===== config.mk =====
export PLATFORM = sky130hd
export DESIGN_NAME = cp0_exception_entry_unit_top
export DESIGN_NICKNAME = d
export VERILOG_FILES = /design/src/rtl/core/cp0e_pkg.sv /design/src/rtl/core/cp0e_exec.sv /design/src/rtl/core/cp0_exception_entry_unit_top.sv
export SDC_FILE = /design/constraint.sdc
export NUM_CORES = 1
export LEC_CHECK = 0
export BUFFER_PORTS_ARGS = -buffer_cell sky130_fd_sc_hd__buf_4
export CAP_MARGIN = 10
export CORE_ASPECT_RATIO = 1.5
export CORE_MARGIN = 10
export CORE_UTILIZATION = 45
export CTS_BUF_LIST = sky130_fd_sc_hd__clkbuf_8 sky130_fd_sc_hd__clkbuf_16
export DETAILED_ROUTE_END_ITERATION = 7
export HOLD_SLACK_MARGIN = 0.02
export SYNTH_ARGS = -nofsm -noshare
export SYNTH_HDL_FRONTEND = slang
export SYNTH_SLANG_ARGS = --single-unit

===== constraint.sdc =====
create_clock -name clk -period 14.96 [get_ports clk]
set_input_delay 1.496 -clock clk [delete_from_list [all_inputs] [get_ports clk]]
set_output_delay 1.496 -clock clk [all_outputs]
set_load 0.02 [all_outputs]

===== src/rtl/core/cp0e_pkg.sv =====
package cp0e_pkg;

	// Item kinds.
	localparam logic [3:0] MODE_COP_UNUSABLE = 4'd0;
	localparam logic [3:0] MODE_DTLB         = 4'd1;
	localparam logic [3:0] MODE_ITLB         = 4'd2;
	localparam logic [3:0] MODE_INTERRUPT    = 4'd3;
	localparam logic [3:0] MODE_SYSCALL      = 4'd4;
	localparam logic [3:0] MODE_WATCH        = 4'd5;
	localparam logic [3:0] MODE_COLD_RESET   = 4'd6;
	localparam logic [3:0] MODE_REG_WRITE    = 4'd7;
	localparam logic [3:0] MODE_REG_READ     = 4'd8;

	// Register selects for the access port.
	localparam logic [3:0] SEL_STATUS   = 4'd0;
	localparam logic [3:0] SEL_CAUSE    = 4'd1;
	localparam logic [3:0] SEL_EPC      = 4'd2;
	localparam logic [3:0] SEL_ERROREPC = 4'd3;
	localparam logic [3:0] SEL_ENTRYHI  = 4'd4;
	localparam logic [3:0] SEL_CONTEXT  = 4'd5;
	localparam logic [3:0] SEL_XCONTEXT = 4'd6;
	localparam logic [3:0] SEL_BADVADDR = 4'd7;
	localparam logic [3:0] SEL_CONFIG   = 4'd8;
	localparam logic [3:0] SEL_RANDOM   = 4'd9;

	// Cause exception codes.
	localparam logic [4:0] EXC_INT  = 5'd0;
	localparam logic [4:0] EXC_MOD  = 5'd1;
	localparam logic [4:0] EXC_TLBL = 5'd2;
	localparam logic [4:0] EXC_TLBS = 5'd3;
	localparam logic [4:0] EXC_SYS  = 5'd8;
	localparam logic [4:0] EXC_CPU  = 5'd11;
	localparam logic [4:0] EXC_WATCH = 5'd23;

	// Status and Cause bit positions.
	localparam int ST_EXL_BIT   = 1;
	localparam int ST_ERL_BIT   = 2;
	localparam int ST_BEV_BIT   = 22;
	localparam int CAUSE_CE_BIT = 28;
	localparam int CAUSE_BD_BIT = 31;

	// Vector bases and offsets.
	localparam logic [63:0] VEC_BEV_BASE  = 64'hFFFF_FFFF_BFC0_0200;
	localparam logic [63:0] VEC_NORM_BASE = 64'hFFFF_FFFF_8000_0000;
	localparam logic [63:0] VEC_COLD      = 64'hFFFF_FFFF_BFC0_0000;
	localparam logic [8:0]  OFFS_GENERAL  = 9'h180;
	localparam logic [8:0]  OFFS_TLB      = 9'h000;
	localparam logic [8:0]  OFFS_XTLB     = 9'h080;

	// Cold reset masks.
	localparam logic [31:0] COLD_ST_CLR  = 32'h0830_0000;
	localparam logic [31:0] COLD_ST_SET  = 32'h0040_0004;
	localparam logic [31:0] COLD_CFG_KEEP = 32'h0000_800F;
	localparam logic [31:0] COLD_CFG_SET = 32'h7006_E460;
	localparam logic [4:0]  COLD_RANDOM  = 5'd31;

	typedef struct packed {
		logic [31:0] status;
		logic [31:0] cause;
		logic [63:0] exc_pc;
		logic [63:0] error_pc;
		logic [63:0] entry_hi;
		logic [63:0] context_r;
		logic [63:0] xcontext_r;
		logic [63:0] bad_addr;
		logic [31:0] machine_config;
		logic [4:0]  random_val;
	} cp0e_regs_t;

	typedef struct packed {
		logic [3:0]  mode;
		logic [63:0] fault_pc;
		logic        in_delay_slot;
		logic [63:0] bad_vaddr;
		logic        is_store;
		logic        tlb_miss;
		logic        tlb_invalid;
		logic [7:0]  segment_mask;
		logic [3:0]  reg_select;
		logic [63:0] write_data;
	} cp0e_item_t;

	typedef struct packed {
		logic [63:0] next_pc;
		logic [4:0]  exception_code;
		logic [63:0] read_data;
	} cp0e_result_t;

endpackage


===== src/rtl/core/cp0e_exec.sv =====
module cp0e_exec (
	input  cp0e_pkg::cp0e_item_t   item,
	input  cp0e_pkg::cp0e_regs_t   regs,
	output cp0e_pkg::cp0e_regs_t   regs_nxt,
	output cp0e_pkg::cp0e_result_t res
);
	import cp0e_pkg::*;

	logic        exl;
	logic        wide;
	logic [31:0] cause;
	logic [31:0] cold_status;
	logic [63:0] epc;
	logic [63:0] tlb_addr;
	logic [8:0]  offs;
	logic [4:0]  code;

	assign exl = regs.status[ST_EXL_BIT];
	assign wide = |(regs.status[7:0] & item.segment_mask);
	assign tlb_addr = (item.mode == MODE_DTLB) ? item.bad_vaddr : item.fault_pc;
	assign cold_status = (regs.status & ~COLD_ST_CLR) | COLD_ST_SET;

	always_comb begin
		regs_nxt = regs;
		res = '0;
		cause = regs.cause;
		epc = regs.exc_pc;
		offs = OFFS_GENERAL;
		code = EXC_INT;
		unique case (item.mode) inside
			MODE_COP_UNUSABLE, MODE_DTLB, MODE_ITLB, MODE_INTERRUPT,
			MODE_SYSCALL, MODE_WATCH: begin
				// EPC and the delay-slot bit are only captured on a first-level entry.
				if (!exl) begin
					cause[CAUSE_BD_BIT] = item.in_delay_slot;
					epc = item.in_delay_slot ? item.fault_pc - 64'd4 : item.fault_pc;
				end
				cause[7:0] = '0;
				case (item.mode)
					MODE_DTLB, MODE_ITLB: begin
						if (item.tlb_miss && !exl) begin
							offs = wide ? OFFS_XTLB : OFFS_TLB;
						end
						if (item.mode == MODE_ITLB) begin
							code = EXC_TLBL;
						end else if (item.tlb_miss || item.tlb_invalid) begin
							code = item.is_store ? EXC_TLBS : EXC_TLBL;
						end else begin
							code = EXC_MOD;
						end
						if (wide) begin
							regs_nxt.entry_hi = {tlb_addr[63:62], 22'd0, tlb_addr[39:13],
								5'd0, regs.entry_hi[7:0]};
							regs_nxt.xcontext_r = {regs.xcontext_r[63:33], tlb_addr[63:62],
								tlb_addr[39:13], regs.xcontext_r[3:0]};
						end else begin
							regs_nxt.entry_hi = {{32{tlb_addr[31]}}, tlb_addr[31:13],
								5'd0, regs.entry_hi[7:0]};
							regs_nxt.context_r = {regs.context_r[63:23], tlb_addr[31:13],
								regs.context_r[3:0]};
						end
						regs_nxt.bad_addr = tlb_addr;
					end
					MODE_COP_UNUSABLE: begin
						cause[CAUSE_CE_BIT] = 1'b1;
						code = EXC_CPU;
					end
					MODE_SYSCALL: code = EXC_SYS;
					MODE_WATCH:   code = EXC_WATCH;
					default:      code = EXC_INT;
				endcase
				cause[6:2] = code;
				if (exl) begin
					regs_nxt.status = regs.status | (32'd1 << ST_ERL_BIT);
					regs_nxt.error_pc = epc;
				end else begin
					regs_nxt.status = regs.status | (32'd1 << ST_EXL_BIT);
					regs_nxt.exc_pc = epc;
				end
				regs_nxt.cause = cause;
				res.next_pc = (regs.status[ST_BEV_BIT] ? VEC_BEV_BASE : VEC_NORM_BASE)
					+ {55'd0, offs};
			end
			MODE_COLD_RESET: begin
				regs_nxt.machine_config = (regs.machine_config & COLD_CFG_KEEP)
					| COLD_CFG_SET;
				regs_nxt.random_val = COLD_RANDOM;
				// EPC is carried over unchanged, so only ErrorEPC can move here.
				if (exl) begin
					regs_nxt.status = cold_status | (32'd1 << ST_ERL_BIT);
					regs_nxt.error_pc = regs.exc_pc;
				end else begin
					regs_nxt.status = cold_status | (32'd1 << ST_EXL_BIT);
				end
				res.next_pc = VEC_COLD;
			end
			MODE_REG_WRITE: begin
				unique case (item.reg_select)
					SEL_STATUS:   regs_nxt.status = item.write_data[31:0];
					SEL_CAUSE:    regs_nxt.cause = item.write_data[31:0];
					SEL_EPC:      regs_nxt.exc_pc = item.write_data;
					SEL_ERROREPC: regs_nxt.error_pc = item.write_data;
					SEL_ENTRYHI:  regs_nxt.entry_hi = item.write_data;
					SEL_CONTEXT:  regs_nxt.context_r = item.write_data;
					SEL_XCONTEXT: regs_nxt.xcontext_r = item.write_data;
					SEL_BADVADDR: regs_nxt.bad_addr = item.write_data;
					SEL_CONFIG:   regs_nxt.machine_config = item.write_data[31:0];
					SEL_RANDOM:   regs_nxt.random_val = item.write_data[4:0];
					default: ;
				endcase
			end
			MODE_REG_READ: begin
				unique case (item.reg_select)
					SEL_STATUS:   res.read_data = {32'd0, regs.status};
					SEL_CAUSE:    res.read_data = {32'd0, regs.cause};
					SEL_EPC:      res.read_data = regs.exc_pc;
					SEL_ERROREPC: res.read_data = regs.error_pc;
					SEL_ENTRYHI:  res.read_data = regs.entry_hi;
					SEL_CONTEXT:  res.read_data = regs.context_r;
					SEL_XCONTEXT: res.read_data = regs.xcontext_r;
					SEL_BADVADDR: res.read_data = regs.bad_addr;
					SEL_CONFIG:   res.read_data = {32'd0, regs.machine_config};
					SEL_RANDOM:   res.read_data = {59'd0, regs.random_val};
					default:      res.read_data = '0;
				endcase
			end
			default: ;
		endcase
		res.exception_code = regs_nxt.cause[6:2];
	end

endmodule


===== src/rtl/core/cp0_exception_entry_unit_top.sv =====
// An accepted item is held in the input register, then its result in the result register.
// Throughput: one item per cycle unless the output stalls; the input register and the result register
// form a two-stage pipeline, and the register file is updated in the same edge that loads the result.
// Reset: arst_n clears all coprocessor registers to zero and empties both stages.
// The TLB modify flag does not change the outcome: a data TLB item without miss or
// invalid always reports a modify fault.
module cp0_exception_entry_unit_top (
	input  logic        clk,
	input  logic        arst_n,
	input  logic        in_valid,
	output logic        in_ready,
	input  logic [3:0]  mode,
	input  logic [63:0] fault_pc,
	input  logic        in_delay_slot,
	input  logic [63:0] bad_vaddr,
	input  logic        is_store,
	input  logic        tlb_miss,
	input  logic        tlb_invalid,
	input  logic        tlb_modified,
	input  logic [7:0]  segment_mask,
	input  logic [3:0]  reg_select,
	input  logic [63:0] write_data,
	output logic        out_valid,
	input  logic        out_ready,
	output logic [63:0] next_pc,
	output logic [4:0]  exception_code,
	output logic [63:0] read_data
);
	import cp0e_pkg::*;

	cp0e_item_t   item_in;
	cp0e_item_t   item_s1;
	logic         valid_s1;
	logic         advance;
	cp0e_regs_t   regs_q;
	cp0e_regs_t   regs_nxt;
	cp0e_result_t res;
	cp0e_result_t res_q;
	logic         out_valid_q;

	assign item_in = '{
		mode:          mode,
		fault_pc:      fault_pc,
		in_delay_slot: in_delay_slot,
		bad_vaddr:     bad_vaddr,
		is_store:      is_store,
		tlb_miss:      tlb_miss,
		tlb_invalid:   tlb_invalid,
		segment_mask:  segment_mask,
		reg_select:    reg_select,
		write_data:    write_data
	};

	// The item in stage one moves on when the result register is free or being drained.
	assign advance = valid_s1 && (!out_valid_q || out_ready);
	assign in_ready = !valid_s1 || advance;

	cp0e_exec u_exec (
		.item     (item_s1),
		.regs     (regs_q),
		.regs_nxt (regs_nxt),
		.res      (res)
	);

	always_ff @(posedge clk or negedge arst_n) begin
		if (!arst_n) begin
			valid_s1 <= 1'b0;
			out_valid_q <= 1'b0;
			regs_q <= '0;
		end else begin
			if (in_ready) begin
				valid_s1 <= in_valid;
			end
			if (advance) begin
				out_valid_q <= 1'b1;
				regs_q <= regs_nxt;
			end else if (out_ready) begin
				out_valid_q <= 1'b0;
			end
		end
	end

	always_ff @(posedge clk) begin
		if (in_valid && in_ready) begin
			item_s1 <= item_in;
		end
		if (advance) begin
			res_q <= res;
		end
	end

	assign out_valid = out_valid_q;
	assign next_pc = res_q.next_pc;
	assign exception_code = res_q.exception_code;
	assign read_data = res_q.read_data;

endmodule


[Yosys cells after proc, flatten, opt, wreduce, memory -nomap -nowiden]
Cells that the tools add are included.
Word-level totals
  bits in registers: 832
  word-level logic and storage cells: 154
Cells by class
  $add $sub $neg: 2
  equality and inequality tests: 34
  multiplexer cells: 41
  bitwise gates (word level): 3
  reductions and logical operators: 38
Operators with widths (number)
  $mux W64: 13
  $pmux W64 S10: 1
  $pmux W256 S2: 1
  $mux W256: 1
  $pmux W64 S3: 1
  $pmux W96 S2: 1
  $pmux W64 S2: 1
  $mux W32: 3
  $pmux W32 S3: 1
  $pmux W37 S2: 1
  $add A64 B9 Y64: 1
  $sub A64 B3 Y64 const B: 1
  $reduce_and A4 Y1: 12
  $mux W33: 1
  $eq A4 B3 Y1 const B: 8
  $mux W30: 1
  $ne A2 B2 Y1 const B: 15
  $mux W9: 3
  $mux W23: 1
  $pmux W5 S4: 1
  $reduce_and A5 Y1: 4
  $eq A4 B2 Y1 const B: 4
  $mux W5: 3
  $eq A4 B4 Y1 const B: 3
  17 further kinds: 36

[Depth between registers and ports, before layout]
  depth after elaboration: 8
  mapped depth: 10
  mapped depth without buffers: 8

[By module]
Synthesis repeated with hierarchy kept, for this count alone.
Unflattened totals
  cells, all modules: 3412
  area total of the unflattened synthesis: 43239.0 um^2
Modules (own cells, without submodules)
  cp0_exception_entry_unit_top: times used 1, cells each 1377, area each 30666.9 um^2, seq. area each 22546.6 um^2
  cp0e_exec: times used 1, cells each 2035, area each 12572.1 um^2, seq. area each 0.0 um^2

[Least setup slack after synthesis]
OpenSTA, ideal clock, no wires.
  path type: in2reg
  start: input port out_ready
  end: register item_s1[0] (netlist name), enable pin
  arrival: 6.620 ns
  setup slack: 7.742 ns
  stages: 2
  path through: nand3b_1 > and2_1
On the way
  longest elaborated chain between the ends: 4
RTL lines
  start: declaration: line cp0_exception_entry_unit_top.sv:24  | input logic out_ready,
  $logic_or A1 B1 Y1: line cp0_exception_entry_unit_top.sv:55  | assign advance = valid_s1 && (!out_valid_q || out_ready);
  $logic_and A1 B1 Y1: line cp0_exception_entry_unit_top.sv:55
  $logic_or A1 B1 Y1: line cp0_exception_entry_unit_top.sv:56  | assign in_ready = !valid_s1 || advance;
  $logic_and A1 B1 Y1: line cp0_exception_entry_unit_top.sv:84  | if (in_valid && in_ready) begin
  end signal: assignment: line cp0_exception_entry_unit_top.sv:85  | item_s1 <= item_in;
  end: declaration: line cp0_exception_entry_unit_top.sv:32  | cp0e_item_t item_s1;
No other way between the ends.
A chain may end at the register's enable or synchronous reset.

==> out/results.md <==
* 244 µm — die boundary width
* buf_4 — crit path max-delay cell type
* 74,900 µm² — area of the core
* compound AO/OA/AOI/OAI gates — main combinational cell family by area after synthesis
* false — RSZ-0062 raised after global routing
* 1.53 mW — switching power
* 0 — Setup Viol. Count Final
* 0 — Yosys warning total
* 77 — number of distinct library cells after synthesis
* 0 ns — final setup TNS
* 12.2% — headroom to the max-slew limit
* 172 — largest net degree at the start of global routing
* 286 — EDFF count, synth
* 12.5% — share of power burned in combinational logic
* 0 — total congestion overflow
* 15.58 ns — required time of the critical path
* 4 — worst path bufs/invs
* 0 — Hold Buf Count CTS
* 28.3% — share of the clock period used by the worst path
* 0.000107 V — maximum vdd drop
* 16.1% — compound-gate portion of the synthesized area
* 0 — final-report hold violation count
* 142 nW/µm² — power per cell area
* 37.2% — Clk pwr share
* primary input to asynchronous set/reset pin — type of the worst setup path
* 0.66 ns — clock insertion delay at the later pin of the skew report
* 78 — number of CTS-inserted buffers
* 0.0290 ns — setup skew after layout
* 4.12 mW — internal power
* 22.7% — share of layout cells above drive strength 1
* clkbuf_16 — Root Buffer
* 5.65 mW — total power of the final layout
* 34,000 µm² — cell area after synthesis
* dfrtp_1 — most used flip-flop cell after synthesis
* finished clean — run status
* 63.0% — Async S/R FF share, synth
* 123 — number of core rows
* asynchronous set/reset pin — critical path capture point type
* 0 — max-cap viol count
* 3,384 — Layout Nets
* 0.92 ns — Critical Path Max Stage Delay
* 1.42% — XOR/XNOR Fraction of Synth Area
* 0 — antenna viol nets, final
* 3 — H-tree depth
* register to register — Hold Crit Class
* 6 — drt pass-1 iters
* 0 — Max Transition Viols Final
* 3,094 — Initial DRC Count
* 0 — total DRC errors in the routed layout
* 10.72 ns — Final Worst Setup Slack
* 4,086 — post-placement cell count
* 171 — maximum fanout along the worst path
* 87,100 µm² — DIE AREA
* built — clock tree from TritonCTS
* 0.0368% — Synth Area in Adders
* buffers and inverters — dominant delay contributor by cell family on the critical path
* 27.1% — fraction of power spent switching nets
* 74.6 mm — post-detail-place hpwl
* 773 — Clock Sink Count
* 11.5 µm² — average size of a mapped cell
* 45.3% — Initial Utilization
* 26,390 — number of vias after detailed routing
* 28.4 µm — WL per Instance
* 4.86 ns — Crit path arrival time
* 61.2% — fraction of the yosys area taken by sequential cells
* 6.11% — fraction of synthesized area in multiplexers
* 6.23 — detail-routed via count per cell
* primary input — Worst Setup Start Kind
* 11.2% — Synth Area in Simple Gates
* 17.2% — relative area change from synthesis to final layout
* 0.858 — Placer Congestion
* 27,224 — number of global-route vias before repair
* 2,959 — gate count of the mapped netlist
* 27.0% — GRT Util Overall
* 2 — antenna violations before repair
* 120 mm — total detailed-routing wirelength
* buf_4 — cell type with the highest occurrence count on the critical path
* 0 — post-cts repair resize count
* buf_8, buf_4, buf_12, buf_4 — ordered cell list for the critical path
* 1.31 ns — actual slew at the worst max-slew pin
* 4,233 — count of non-filler cells in the finished layout
* 177 mm — wire length of the first global-routing pass
* 330 — count of buffers inserted at the top-level ports
* 3 — maximum clock path buffer count
* 16.6 nW — leak pwr
* 0.07 ns — clock-pin slew reported for the worst setup and hold paths after clock tree synthesis
* 9.97 ns — pre-CTS setup slack
* 236 MHz — fmax
* 50.3% — sequential fraction of design power
* 352 — top-level port count
* 53.1% — final core area utilization
* 0 — Post-CTS Setup Repair Bufs
* 4.24 ns — minimum period implied by the final worst setup slack
* 357 µm — die extent in y
* 773 — number of synthesized register bits
==> registers in the layout, summed over array words and instances (netlist names) <==
register        flops
out_valid           1
read_data          64
regs_q            485
item_s1           212
next_pc             5
exception_code      5
valid_s1            1
==> synth_stat cells, drive strengths merged (3+ instances only) <==
| master | instances | area [µm²] |
|---|---|---|
| a222oi | 29 | 290 |
| nor3b | 3 | 32.5 |
| mux2 | 170 | 1910 |
| nor2 | 164 | 616 |
| or4 | 3 | 26.3 |
| o221ai | 42 | 374 |
| inv | 12 | 45.0 |
| o211ai | 16 | 120 |
| a221oi | 46 | 403 |
| a31o | 4 | 35.0 |
| a21o | 26 | 195 |
| a22o | 44 | 385 |
| nor4b | 5 | 77.6 |
| o311ai | 3 | 26.3 |
| buf | 122 | 731 |
| mux2i | 16 | 160 |
| edfxtp | 286 | 8590 |
| nor4 | 22 | 256 |
| a21boi | 11 | 82.6 |
| nand4 | 7 | 65.1 |
| o21a | 4 | 30.0 |
| dfrtp | 487 | 12200 |
| nand3 | 23 | 115 |
| or3 | 6 | 37.5 |
| o22ai | 41 | 257 |
| or2 | 4 | 27.5 |
| nand3b | 8 | 60.1 |
| nand4b | 6 | 52.6 |
| nand2b | 20 | 133 |
| nand2 | 549 | 2060 |
| a22oi | 136 | 1020 |
| xnor2 | 24 | 210 |
| xor2 | 31 | 272 |
| o21ai | 143 | 716 |
| and2 | 4 | 25.0 |
| a311oi | 14 | 123 |
| nor3 | 31 | 180 |
| a31oi | 138 | 863 |
| clkbuf | 153 | 576 |
| a21oi | 87 | 435 |
==> cell families after synthesis <==
kind of cell               count (synthesis)
buffers and inverters                    287
adders and majority gates                  1
and+or+nand+nor                          860
AOI/OAI and AO/OA                        796
DFF                                      773
muxes                                    186
xor gates and xnor gates                  55
other                                      1
==> worst register-to-register path: cells and delay by family, from the launching register on <==
family	cells	cell delay, ns
buffers and inverters	3	1.76
AND/OR/NAND/NOR	3	1.10
flip-flops	1	0.80
multiplexers	1	0.40
==> area by class of cell <==
class | count | area (µm²)
fill | 6569 | 35100
sequential | 773 | 20800
multi-input combinational | 1918 | 12100
timing repair buffer | 383 | 2900
clock inverter | 56 | 578
inverter | 12 | 47.5
clock buffer | 90 | 2170
tap | 1000 | 1250
antenna | 1 | 2.50
==> layer usage <==
layer	global-route usage [%]	vias to the layer above	part of all wire [%]
met3	5.90	337	9.0
li1	-	11280	-
met4	14.1	2	5.2
met5	0	-	0.014
met1	32.7	13225	37
met2	44.5	1546	48
==> per-stage QoR <==
stage | cell area [µm²] | hold slack (ns)
floorplan | 34000 | 0.445
global placement | 37100 | 0.457
detailed placement | 37100 | 0.463
CTS | 39800 | 0.480
global route | 39800 | 0.490
finish | 39800 | 0.476
==> layout by cell type (no fill, tap or decap), types with 11 or more instances in the layout <==
master / instances
nand2_1: 546
dfrtp_1: 487
buf_4: 381
edfxtp_1: 286
mux2_2: 165
nor2_1: 156
a31oi_1: 138
a22oi_1: 136
o21ai_0: 135
a21oi_1: 87
clkbuf_16: 83
a221oi_1: 46
a22o_1: 44
o22ai_1: 41
o221ai_1: 41
xor2_1: 31
a222oi_1: 29
a21o_1: 26
xnor2_1: 24
nor3_1: 23
nand3_1: 23
inv_1: 21
conb_1: 20
nand2b_1: 17
mux2i_1: 16
o211ai_1: 16
a311oi_1: 14
clkinv_1: 12
bufinv_16: 11
==> path summary, 6_finish.rpt <==
check / startpoint / endpoint / slack, ns / depth (start not counted)
setup reg to reg: item_s1[211] / regs_q[62] / 10.78 / 7
hold / removal: regs_q[79] / regs_q[79] / 0.48 / 2
hold reg to reg: regs_q[79] / regs_q[79] / 0.48 / 2
min in group asynchronous: arst_n / regs_q[96] / 0.86 / 1
max in group clk: item_s1[211] / regs_q[62] / 10.78 / 7
setup / recovery: arst_n / regs_q[25] / 10.72 / 4
==> power groups by stage <==
stage	clock network [mW]	logic [mW]	registers [mW]
global placement	0	0.673	2.85
global route	2.22	0.785	2.88
floorplan	0	0.460	2.80
CTS	2.14	0.705	2.83
finish	2.11	0.705	2.84
detailed placement	0	0.702	2.87
No activity file was read; power rests on OpenSTA's default activity.
